===== src/hw/rtl/tfmd_pkg.sv =====
// ----------------------------------------------------------------------------
// tfmd_pkg
// Shared types and constants for the target-follow motor drive block.
// ----------------------------------------------------------------------------
package tfmd_pkg;

    // Register map, index = paddr[4:2]
    localparam int unsigned RegAddrW = 5;
    localparam logic [2:0] REG_ROT_BAND  = 3'd0;
    localparam logic [2:0] REG_DIST_LOW  = 3'd1;
    localparam logic [2:0] REG_DIST_HIGH = 3'd2;
    localparam logic [2:0] REG_ROT_GAIN  = 3'd3;
    localparam logic [2:0] REG_DIST_GAIN = 3'd4;
    localparam logic [2:0] REG_SLOWDOWN  = 3'd5;
    localparam logic [2:0] REG_R_SCALE   = 3'd6;
    localparam logic [2:0] REG_STILL_LIM = 3'd7;

    // Magnitude below which a target counts as absent
    localparam logic [16:0] NearZeroLsb = 17'd41;
    localparam int unsigned FracBits    = 12;

    // Shared multiplier widths
    localparam int unsigned MulAW   = 20;
    localparam int unsigned MulBW   = 16;
    localparam int unsigned MulSubW = 28;
    localparam int unsigned MulResW = MulAW + MulBW + 1;

    typedef struct packed {
        logic [14:0] rotation_band;
        logic [14:0] distance_low;
        logic [14:0] distance_high;
        logic [15:0] rotation_gain;
        logic [15:0] distance_gain;
        logic [15:0] approach_slowdown;
        logic [8:0]  right_scale;
        logic [3:0]  still_count_limit;
    } t_cfg;

    typedef enum logic [2:0] {
        ACT_STALLED   = 3'd0,
        ACT_NO_TARGET = 3'd1,
        ACT_STOPPED   = 3'd2,
        ACT_TURN_POS  = 3'd3,
        ACT_TURN_NEG  = 3'd4,
        ACT_FORWARD   = 3'd5,
        ACT_BACK      = 3'd6,
        ACT_IN_BAND   = 3'd7
    } t_action;

    typedef enum logic [2:0] {
        ST_IDLE,
        ST_DECIDE,
        ST_MUL_SPEED,
        ST_MUL_SCALE,
        ST_DONE
    } t_state;

endpackage


===== src/hw/rtl/target_follow_motor_drive.sv =====
// From input accept to result valid the sequencer steps through decide, two
// passes through the single shared multiply-subtract unit and the output load,
// and takes no new item until the last has gone to the output register. The
// input stalls while an item is in work, which includes waiting in the done
// state while a held result blocks the load. Synchronous active-low reset clears
// the stop latch, the previous sample, the unchanged-sample count and restores register defaults.
// ----------------------------------------------------------------------------
// target_follow_motor_drive
// Turns tracked-target measurements into left and right wheel drive.
// ----------------------------------------------------------------------------
module target_follow_motor_drive #(
    parameter int SPEED_LIMIT = 5000
) (
    input  logic                            i_clk,
    input  logic                            i_rst_n,
    // configuration port
    input  logic                            psel,
    input  logic                            penable,
    input  logic                            pwrite,
    input  logic [tfmd_pkg::RegAddrW-1:0]   paddr,
    input  logic [31:0]                     pwdata,
    output logic [31:0]                     prdata,
    output logic                            pready,
    // input items
    input  logic                            i_in_valid,
    output logic                            o_in_stall,
    input  logic                            i_stop_request,
    input  logic                            i_go_request,
    input  logic signed [15:0]              i_rotation,
    input  logic signed [15:0]              i_distance,
    // result items
    output logic                            o_out_valid,
    input  logic                            i_out_stall,
    output logic signed [13:0]              o_motor_right,
    output logic signed [13:0]              o_motor_left,
    output logic [2:0]                      o_action
);
    import tfmd_pkg::*;

    localparam logic signed [22:0] Lim = 23'(SPEED_LIMIT);

    t_cfg    cfg;
    t_state  r_state, n_state;

    // item registers
    logic                r_stop, r_go;
    logic signed [15:0]  r_rot, r_dist;
    // persistent state
    logic                r_stopped;
    logic signed [15:0]  r_prev_rot, r_prev_dist;
    logic [3:0]          r_same_cnt;
    // work registers
    t_action             r_act;
    logic [15:0]         r_excess;
    logic [15:0]         r_gain;
    logic                r_closer;
    logic [19:0]         r_spd;
    // output register
    logic                r_out_valid;
    logic signed [13:0]  r_right, r_left;
    logic [2:0]          r_action;

    logic                in_acc, out_free, load_out;
    logic                n_stopped;
    logic [3:0]          n_same_cnt;
    logic signed [16:0]  rot17, dist17, prot17, pdist17, band17, dlow17, dhigh17;
    logic [16:0]         rot_mag, dist_mag, prot_mag, pdist_mag;
    logic signed [17:0]  exc_tp, exc_tn, exc_fw, exc_bk;
    t_action             n_act;
    logic [15:0]         n_excess, n_gain;
    logic                n_closer;

    logic [MulAW-1:0]            mul_a;
    logic [MulBW-1:0]            mul_b;
    logic [MulSubW-1:0]          mul_sub;
    logic signed [MulResW-1:0]   mul_res;
    logic [19:0]                 spd_now;
    logic [20:0]                 scaled;
    logic signed [22:0]          spd_s, scl_s, right_w, left_w, right_c, left_c;

    tfmd_regs u_regs (
        .i_clk   (i_clk),
        .i_rst_n (i_rst_n),
        .psel    (psel),
        .penable (penable),
        .pwrite  (pwrite),
        .paddr   (paddr),
        .pwdata  (pwdata),
        .prdata  (prdata),
        .pready  (pready),
        .o_cfg   (cfg)
    );

    tfmd_mul u_mul (
        .i_clk (i_clk),
        .i_a   (mul_a),
        .i_b   (mul_b),
        .i_sub (mul_sub),
        .o_res (mul_res)
    );

    assign o_in_stall = (r_state != ST_IDLE);
    assign in_acc     = i_in_valid & ~o_in_stall;
    assign out_free   = ~r_out_valid | ~i_out_stall;

    // Sequencer state register
    always_ff @(posedge i_clk) begin
        if (!i_rst_n) begin
            r_state <= ST_IDLE;
        end else begin
            r_state <= n_state;
        end
    end

    // Next state and output load
    always_comb begin
        n_state  = r_state;
        load_out = 1'b0;
        unique case (r_state)
            ST_IDLE:      if (in_acc) n_state = ST_DECIDE;
            ST_DECIDE:    n_state = ST_MUL_SPEED;
            ST_MUL_SPEED: n_state = ST_MUL_SCALE;
            ST_MUL_SCALE: n_state = ST_DONE;
            ST_DONE: begin
                if (out_free) begin
                    load_out = 1'b1;
                    n_state  = ST_IDLE;
                end
            end
            default:      n_state = ST_IDLE;
        endcase
    end

    // Latch state updates and decision
    always_comb begin
        n_stopped  = (r_stopped | r_stop) & ~r_go;
        if (r_rot == r_prev_rot && r_dist == r_prev_dist) begin
            n_same_cnt = (r_same_cnt == 4'hF) ? r_same_cnt : r_same_cnt + 4'd1;
        end else begin
            n_same_cnt = 4'd0;
        end

        rot17   = 17'(r_rot);
        dist17  = 17'(r_dist);
        prot17  = 17'(r_prev_rot);
        pdist17 = 17'(r_prev_dist);
        band17  = $signed({2'b0, cfg.rotation_band});
        dlow17  = $signed({2'b0, cfg.distance_low});
        dhigh17 = $signed({2'b0, cfg.distance_high});
        rot_mag   = rot17[16]   ? 17'(-rot17)   : 17'(rot17);
        dist_mag  = dist17[16]  ? 17'(-dist17)  : 17'(dist17);
        prot_mag  = prot17[16]  ? 17'(-prot17)  : 17'(prot17);
        pdist_mag = pdist17[16] ? 17'(-pdist17) : 17'(pdist17);

        exc_tp = 18'(rot17) - 18'(band17);
        exc_tn = -18'(band17) - 18'(rot17);
        exc_fw = 18'(dist17) - 18'(dhigh17);
        exc_bk = 18'(dlow17) - 18'(dist17);

        n_excess = 16'd0;
        n_gain   = cfg.rotation_gain;
        n_closer = rot_mag < prot_mag;
        if ({1'b0, n_same_cnt} >= {1'b0, cfg.still_count_limit}) begin
            n_act = ACT_STALLED;
        end else if (rot_mag < NearZeroLsb && dist_mag < NearZeroLsb) begin
            n_act = ACT_NO_TARGET;
        end else if (n_stopped) begin
            n_act = ACT_STOPPED;
        end else if (rot17 > band17) begin
            n_act    = ACT_TURN_POS;
            n_excess = exc_tp[15:0];
        end else if (rot17 < -band17) begin
            n_act    = ACT_TURN_NEG;
            n_excess = exc_tn[15:0];
        end else if (dist17 > dhigh17) begin
            n_act    = ACT_FORWARD;
            n_excess = exc_fw[15:0];
            n_gain   = cfg.distance_gain;
            n_closer = dist_mag < pdist_mag;
        end else if (dist17 < dlow17) begin
            n_act    = ACT_BACK;
            n_excess = exc_bk[15:0];
            n_gain   = cfg.distance_gain;
            n_closer = dist_mag < pdist_mag;
        end else begin
            n_act = ACT_IN_BAND;
        end
    end

    // Hold item and persistent state
    always_ff @(posedge i_clk) begin
        if (!i_rst_n) begin
            r_stopped   <= 1'b0;
            r_prev_rot  <= 16'sd0;
            r_prev_dist <= 16'sd0;
            r_same_cnt  <= 4'd0;
        end else if (r_state == ST_DECIDE) begin
            r_stopped   <= n_stopped;
            r_prev_rot  <= r_rot;
            r_prev_dist <= r_dist;
            r_same_cnt  <= n_same_cnt;
        end
    end

    always_ff @(posedge i_clk) begin
        if (in_acc) begin
            r_stop <= i_stop_request;
            r_go   <= i_go_request;
            r_rot  <= i_rotation;
            r_dist <= i_distance;
        end
        if (r_state == ST_DECIDE) begin
            r_act    <= n_act;
            r_excess <= n_excess;
            r_gain   <= n_gain;
            r_closer <= n_closer;
        end
        if (r_state == ST_MUL_SCALE) begin
            r_spd <= spd_now;
        end
    end

    // Feed the shared multiplier: speed pass, then right-wheel scale pass
    assign spd_now = (mul_res > 0) ? mul_res[31:FracBits] : 20'd0;

    always_comb begin
        if (r_state == ST_MUL_SCALE) begin
            mul_a   = spd_now;
            mul_b   = {7'd0, cfg.right_scale};
            mul_sub = '0;
        end else if (r_state == ST_DONE) begin
            // hold the scale product while the result waits
            mul_a   = r_spd;
            mul_b   = {7'd0, cfg.right_scale};
            mul_sub = '0;
        end else begin
            mul_a   = {4'd0, r_excess};
            mul_b   = r_gain;
            mul_sub = r_closer ? {cfg.approach_slowdown, 12'd0} : '0;
        end
    end

    // Form the wheel drive and clamp
    assign scaled = mul_res[28:8];

    always_comb begin
        spd_s = $signed({3'd0, r_spd});
        scl_s = $signed({2'd0, scaled});
        case (r_act)
            ACT_TURN_POS: begin
                right_w = -spd_s;
                left_w  = spd_s;
            end
            ACT_TURN_NEG: begin
                right_w = spd_s;
                left_w  = -spd_s;
            end
            ACT_FORWARD: begin
                right_w = scl_s;
                left_w  = spd_s;
            end
            ACT_BACK: begin
                right_w = -scl_s;
                left_w  = -spd_s;
            end
            default: begin
                right_w = 23'sd0;
                left_w  = 23'sd0;
            end
        endcase
        right_c = (right_w > Lim) ? Lim : ((right_w < -Lim) ? -Lim : right_w);
        left_c  = (left_w > Lim)  ? Lim : ((left_w < -Lim)  ? -Lim : left_w);
    end

    // Output register: load when free, drop when taken
    always_ff @(posedge i_clk) begin
        if (!i_rst_n) begin
            r_out_valid <= 1'b0;
        end else if (load_out) begin
            r_out_valid <= 1'b1;
        end else if (!i_out_stall) begin
            r_out_valid <= 1'b0;
        end
    end

    always_ff @(posedge i_clk) begin
        if (load_out) begin
            r_right  <= right_c[13:0];
            r_left   <= left_c[13:0];
            r_action <= r_act;
        end
    end

    assign o_out_valid   = r_out_valid;
    assign o_motor_right = r_right;
    assign o_motor_left  = r_left;
    assign o_action      = r_action;

endmodule


===== src/hw/rtl/tfmd_regs.sv =====
// ----------------------------------------------------------------------------
// tfmd_regs
// APB-style configuration registers with reset defaults and read-back.
// ----------------------------------------------------------------------------
module tfmd_regs (
    input  logic                            i_clk,
    input  logic                            i_rst_n,
    input  logic                            psel,
    input  logic                            penable,
    input  logic                            pwrite,
    input  logic [tfmd_pkg::RegAddrW-1:0]   paddr,
    input  logic [31:0]                     pwdata,
    output logic [31:0]                     prdata,
    output logic                            pready,
    output tfmd_pkg::t_cfg                  o_cfg
);
    import tfmd_pkg::*;

    t_cfg       r_cfg;
    logic       wr_en;
    logic [2:0] reg_idx;

    assign pready  = 1'b1;
    assign wr_en   = psel & penable & pwrite;
    assign reg_idx = paddr[RegAddrW-1:2];
    assign o_cfg   = r_cfg;

    // Write the addressed register
    always_ff @(posedge i_clk) begin
        if (!i_rst_n) begin
            r_cfg.rotation_band     <= 15'd819;
            r_cfg.distance_low      <= 15'd6963;
            r_cfg.distance_high     <= 15'd8192;
            r_cfg.rotation_gain     <= 16'd5000;
            r_cfg.distance_gain     <= 16'd2500;
            r_cfg.approach_slowdown <= 16'd1000;
            r_cfg.right_scale       <= 9'd205;
            r_cfg.still_count_limit <= 4'd4;
        end else if (wr_en) begin
            unique case (reg_idx)
                REG_ROT_BAND:  r_cfg.rotation_band     <= pwdata[14:0];
                REG_DIST_LOW:  r_cfg.distance_low      <= pwdata[14:0];
                REG_DIST_HIGH: r_cfg.distance_high     <= pwdata[14:0];
                REG_ROT_GAIN:  r_cfg.rotation_gain     <= pwdata[15:0];
                REG_DIST_GAIN: r_cfg.distance_gain     <= pwdata[15:0];
                REG_SLOWDOWN:  r_cfg.approach_slowdown <= pwdata[15:0];
                REG_R_SCALE:   r_cfg.right_scale       <= pwdata[8:0];
                REG_STILL_LIM: r_cfg.still_count_limit <= pwdata[3:0];
                default: ;
            endcase
        end
    end

    // Read back the addressed register
    always_comb begin
        unique case (reg_idx)
            REG_ROT_BAND:  prdata = {17'd0, r_cfg.rotation_band};
            REG_DIST_LOW:  prdata = {17'd0, r_cfg.distance_low};
            REG_DIST_HIGH: prdata = {17'd0, r_cfg.distance_high};
            REG_ROT_GAIN:  prdata = {16'd0, r_cfg.rotation_gain};
            REG_DIST_GAIN: prdata = {16'd0, r_cfg.distance_gain};
            REG_SLOWDOWN:  prdata = {16'd0, r_cfg.approach_slowdown};
            REG_R_SCALE:   prdata = {23'd0, r_cfg.right_scale};
            REG_STILL_LIM: prdata = {28'd0, r_cfg.still_count_limit};
            default:       prdata = 32'd0;
        endcase
    end

endmodule


===== src/hw/rtl/tfmd_mul.sv =====
// ----------------------------------------------------------------------------
// tfmd_mul
// Shared multiply-subtract unit: registered a * b - sub, signed result.
// ----------------------------------------------------------------------------
module tfmd_mul (
    input  logic                                   i_clk,
    input  logic [tfmd_pkg::MulAW-1:0]             i_a,
    input  logic [tfmd_pkg::MulBW-1:0]             i_b,
    input  logic [tfmd_pkg::MulSubW-1:0]           i_sub,
    output logic signed [tfmd_pkg::MulResW-1:0]    o_res
);
    import tfmd_pkg::*;

    logic [MulAW+MulBW-1:0]     prod;
    logic signed [MulResW-1:0]  r_res;

    assign prod  = {{MulBW{1'b0}}, i_a} * {{MulAW{1'b0}}, i_b};
    assign o_res = r_res;

    // Register the product less the subtrahend
    always_ff @(posedge i_clk) begin
        r_res <= $signed({1'b0, prod})
               - $signed({{(MulResW-MulSubW){1'b0}}, i_sub});
    end

endmodule


===== config.mk =====
export PLATFORM = sky130hd
export DESIGN_NAME = target_follow_motor_drive
export DESIGN_NICKNAME = d
export VERILOG_FILES = /design/src/hw/rtl/tfmd_pkg.sv /design/src/hw/rtl/target_follow_motor_drive.sv /design/src/hw/rtl/tfmd_regs.sv /design/src/hw/rtl/tfmd_mul.sv
export SDC_FILE = /design/constraint.sdc
export NUM_CORES = 2
export LEC_CHECK = 0
export ABC_AREA = 1
export BUFFER_PORTS_ARGS = -buffer_cell sky130_fd_sc_hd__clkbuf_2
export CAP_MARGIN = 10
export CORE_MARGIN = 3
export CORE_UTILIZATION = 60
export CTS_BUF_LIST = sky130_fd_sc_hd__clkbuf_8 sky130_fd_sc_hd__clkbuf_16
export CTS_CLUSTER_DIAMETER = 120
export CTS_CLUSTER_SIZE = 16
export DETAILED_ROUTE_END_ITERATION = 12
export PLACE_DENSITY = 0.86
export SLEW_MARGIN = 40
export SYNTH_ARGS = -nofsm -noshare
export SYNTH_HDL_FRONTEND = slang
export SYNTH_SLANG_ARGS = --single-unit

===== constraint.sdc =====
create_clock -name i_clk -period 14.3 [get_ports i_clk]
set_input_delay 1.43 -clock i_clk [delete_from_list [all_inputs] [get_ports i_clk]]
set_output_delay 1.43 -clock i_clk [all_outputs]
set_load 0.02 [all_outputs]

==> flow_summary.toml <==
[global_route]
use_met1_pct = 42.5
met2_usage_pct = 56.1
grt-ovfl-total = 0
use_met3_pct = 5.92
antenna_found_initial = 1
grt_pass1_vias = 28983
grt_use_total_pct = 34.6
grt_pass1_wl_um = 154000
busiest_layer = "met2"
grt_max_degree = 95

[flow_run]
maxCapViolations = 0

[setup_path]
reg2reg_to = "u_mul.o_res[33]$_DFF_P_"
cp_data_arrival_time_ns = 9.61
path_class = "flop to flop"
cp_max_fo = 31
worst_ep_required_time_ns = 14.78
critPathLaunchType = "flop"
r2r_setup_slack_ns = 5.17
rr_startpoint = "r_state[1]$_SDFFE_PN0P_"
reg2regPathDepth = 25
cp-end-kind = "flop"

[drt]
firstDrtPassIters = 6
antenna_left = 0
vias = 29839
vias_per_cell = 5.94
drt_wl_total_um = 98800
drtIter0Drc = 3385
drc = 0
routedWlPerCell_um = 19.7

[floorplanning]
die_y_um = 237
die_area_um2 = 56200
core_um2 = 52700
die_x_um = 237
initial_core_util_pct = 60.8
row_count = 84
boundaryPins = 144

[sta]
min_period_ns = 9.13
fmax_mhz = 110
skew_ns = 0.0406
hold_slack_ns = 0.492
rsz0062_at_grt = "no"
final.period_utilization_pct = 63.8
fin_tns_setup_ns = 0
setup_slack_ns = 5.17
maxSlewViolCount = 0
worst_slew_pin_slew_ns = 0.942
slew_headroom_pct = 36.6
hold_viol = 0
setup_viol = 0

[hold_path]
hold_path_class = "flop to flop"
min_delay_path_depth = 2
hold_path_startpoint = "u_regs.o_cfg[34]$_SDFFE_PN0P_"
holdPathEnd = "u_regs.o_cfg[34]$_SDFFE_PN0P_"

[yosys]
synth.cell_area_um2 = 32000
synth_flop_cell = "dfxtp_1"
yosys-top-cells-count = "nand2_1 (753), inv_1 (718), nor2_1 (475), fa_1 (278), nand3_1 (265)"
ys_seq_area_share_pct = 22.8
synth_area_leaders = "fa_1 (17%), dfxtp_1 (11%), edfxtp_1 (11%)"
yosysWarnings = 0
yosysTopAreaCell = "fa_1"
synthCells = 4236
synth_edf_count = 121
avgSynthCellArea_um2 = 7.56
async_flop_share_pct = 0
yosysMostFrequentCell = "nand2_1"
ys_seq_elements = 305
synth.distinct_cells = 62
synth_top_area_share_pct = 17.4

[clock_tree]
clockBufferDepth = 3
cts_max_level = 1
cts_setup_buffers = 0
post_cts_resized = 0
cts_tree = "yes"
clk_latency_ns = 0.58
cts_buffers = 24
numClockSinks = 305
path_clk_slew_ns = 0.09
cts.hold.buffers_added = 0
cts_root_buffer = "clkbuf_16"

[layout]
nets = 4920
register_area_um2 = 7320
area_growth_syn_to_layout_pct = 5.83
drive_gt1_share_pct = 7.49
fillers = 4555
multi_input_area_um2 = 21300

[placed_design]
pre_cts_ws_ns = 5.36
port_buffers = 108
hpwl_um = 77700
gp_congestion = 1.02

[outcome]
outcome = "finished, final reports clean"
==> layout make-up <==
class                      instances  area share [%]
multi-input combinational       3085            63.0
sequential                       305            21.6
inverter                         770            8.54
tap                              688            2.54
timing repair buffer             135            2.26
clock buffer                      25            1.85
clock inverter                    17           0.262
antenna                            1         0.00738
==> cells by family (layout without fill, tap and decap cells) <==
kind of cell,after synthesis,after routing,share of synthesized area (%)
AOI/OAI and AO/OA,687,687,12.2
xor gates and xnor gates,138,138,3.87
adders and majority gates,521,521,26.9
buffers and inverters,893,947,11.2
DFF,305,305,22.8
other,2,50,0.0234
and+or+nand+nor,1690,1690,23.0
==> worst max-delay path, stage by stage (launching register included) <==
cell and delay [ns]:
dfxtp_1 0.38, nor2_1 0.22, nand2_2 0.40, nand2_2 0.50, inv_1 0.41, or2_2 0.38, o21ai_0 0.28, clkinv_1 0.79
nand3_1 0.36, fa_1 0.49, fa_1 0.54, inv_1 0.05, fa_1 0.46, fa_1 0.51, fa_1 0.56, inv_1 0.06
fa_1 0.60, inv_1 0.06, ha_1 0.37, nand2_1 0.14, nor4_1 0.47, nand2_1 0.10, o211ai_1 0.42, nand3_1 0.12
o211ai_1 0.13, xor2_1 0.19
==> per-layer routing <==
metal | wire length, um | vias to the layer above
li1 | - | 13724
met1 | 35800 | 13822
met2 | 45100 | 1807
met3 | 9800 | 486
met4 | 8020 | 0
met5 | 0 | -
==> metrics by stage <==
| stage | utilization, % | instances | cell area (um^2) |
|---|---|---|---|
| after floorplan | - | 4283 | 32200 |
| after global placement | 62.9 | 4981 | 33100 |
| after detailed placement | 63.0 | 4983 | 33200 |
| after CTS | 64.4 | 5025 | 33900 |
| after global routing | 64.4 | 5025 | 33900 |
| final | 64.4 | 5026 | 33900 |
==> flip-flops by register name (all words and copies together) (netlist names), 4 cells and up <==
register       cells
o_motor_right     14
r_gain            16
r_spd             20
u_regs.o_cfg     106
r_rot             16
r_excess          16
r_prev_rot        16
r_same_cnt         4
r_prev_dist       16
r_dist            16
o_motor_left      14
u_mul.o_res       37
==> how the worst max path moves through the flow <==
stage | cells past startpoint | slack (ns) | start | endpoint
floorplan | 26 | 7.44 | r_state[2]$_SDFFE_PN0P_ | u_mul.o_res[33]$_DFF_P_
global placement | 25 | 5.53 | r_state[1]$_SDFFE_PN0P_ | u_mul.o_res[33]$_DFF_P_
detailed placement | 25 | 5.36 | r_state[2]$_SDFFE_PN0P_ | u_mul.o_res[33]$_DFF_P_
CTS | 24 | 5.31 | r_state[1]$_SDFFE_PN0P_ | u_mul.o_res[33]$_DFF_P_
global route | 25 | 4.82 | r_state[1]$_SDFFE_PN0P_ | u_mul.o_res[33]$_DFF_P_
finish | 25 | 5.17 | r_state[1]$_SDFFE_PN0P_ | u_mul.o_res[33]$_DFF_P_
==> layout by cell type (no fill, tap or decap), drive strengths merged, types with 12 or more instances in the layout <==
cell type	n
ha	243
nor3	43
o22ai	33
clkinv	12
o21ai	289
xor2	106
inv	775
nand2	777
clkbuf	132
fa	278
nor2	511
nand3b	14
nand4	43
nor4	13
buf	28
xnor2	32
a21oi	243
edfxtp	121
conb	49
dfxtp	184
a221oi	28
o211ai	38
nand3	276
Power is not shown: default switching activity piles up to over one toggle a cycle in this logic, so the estimate is an artifact.
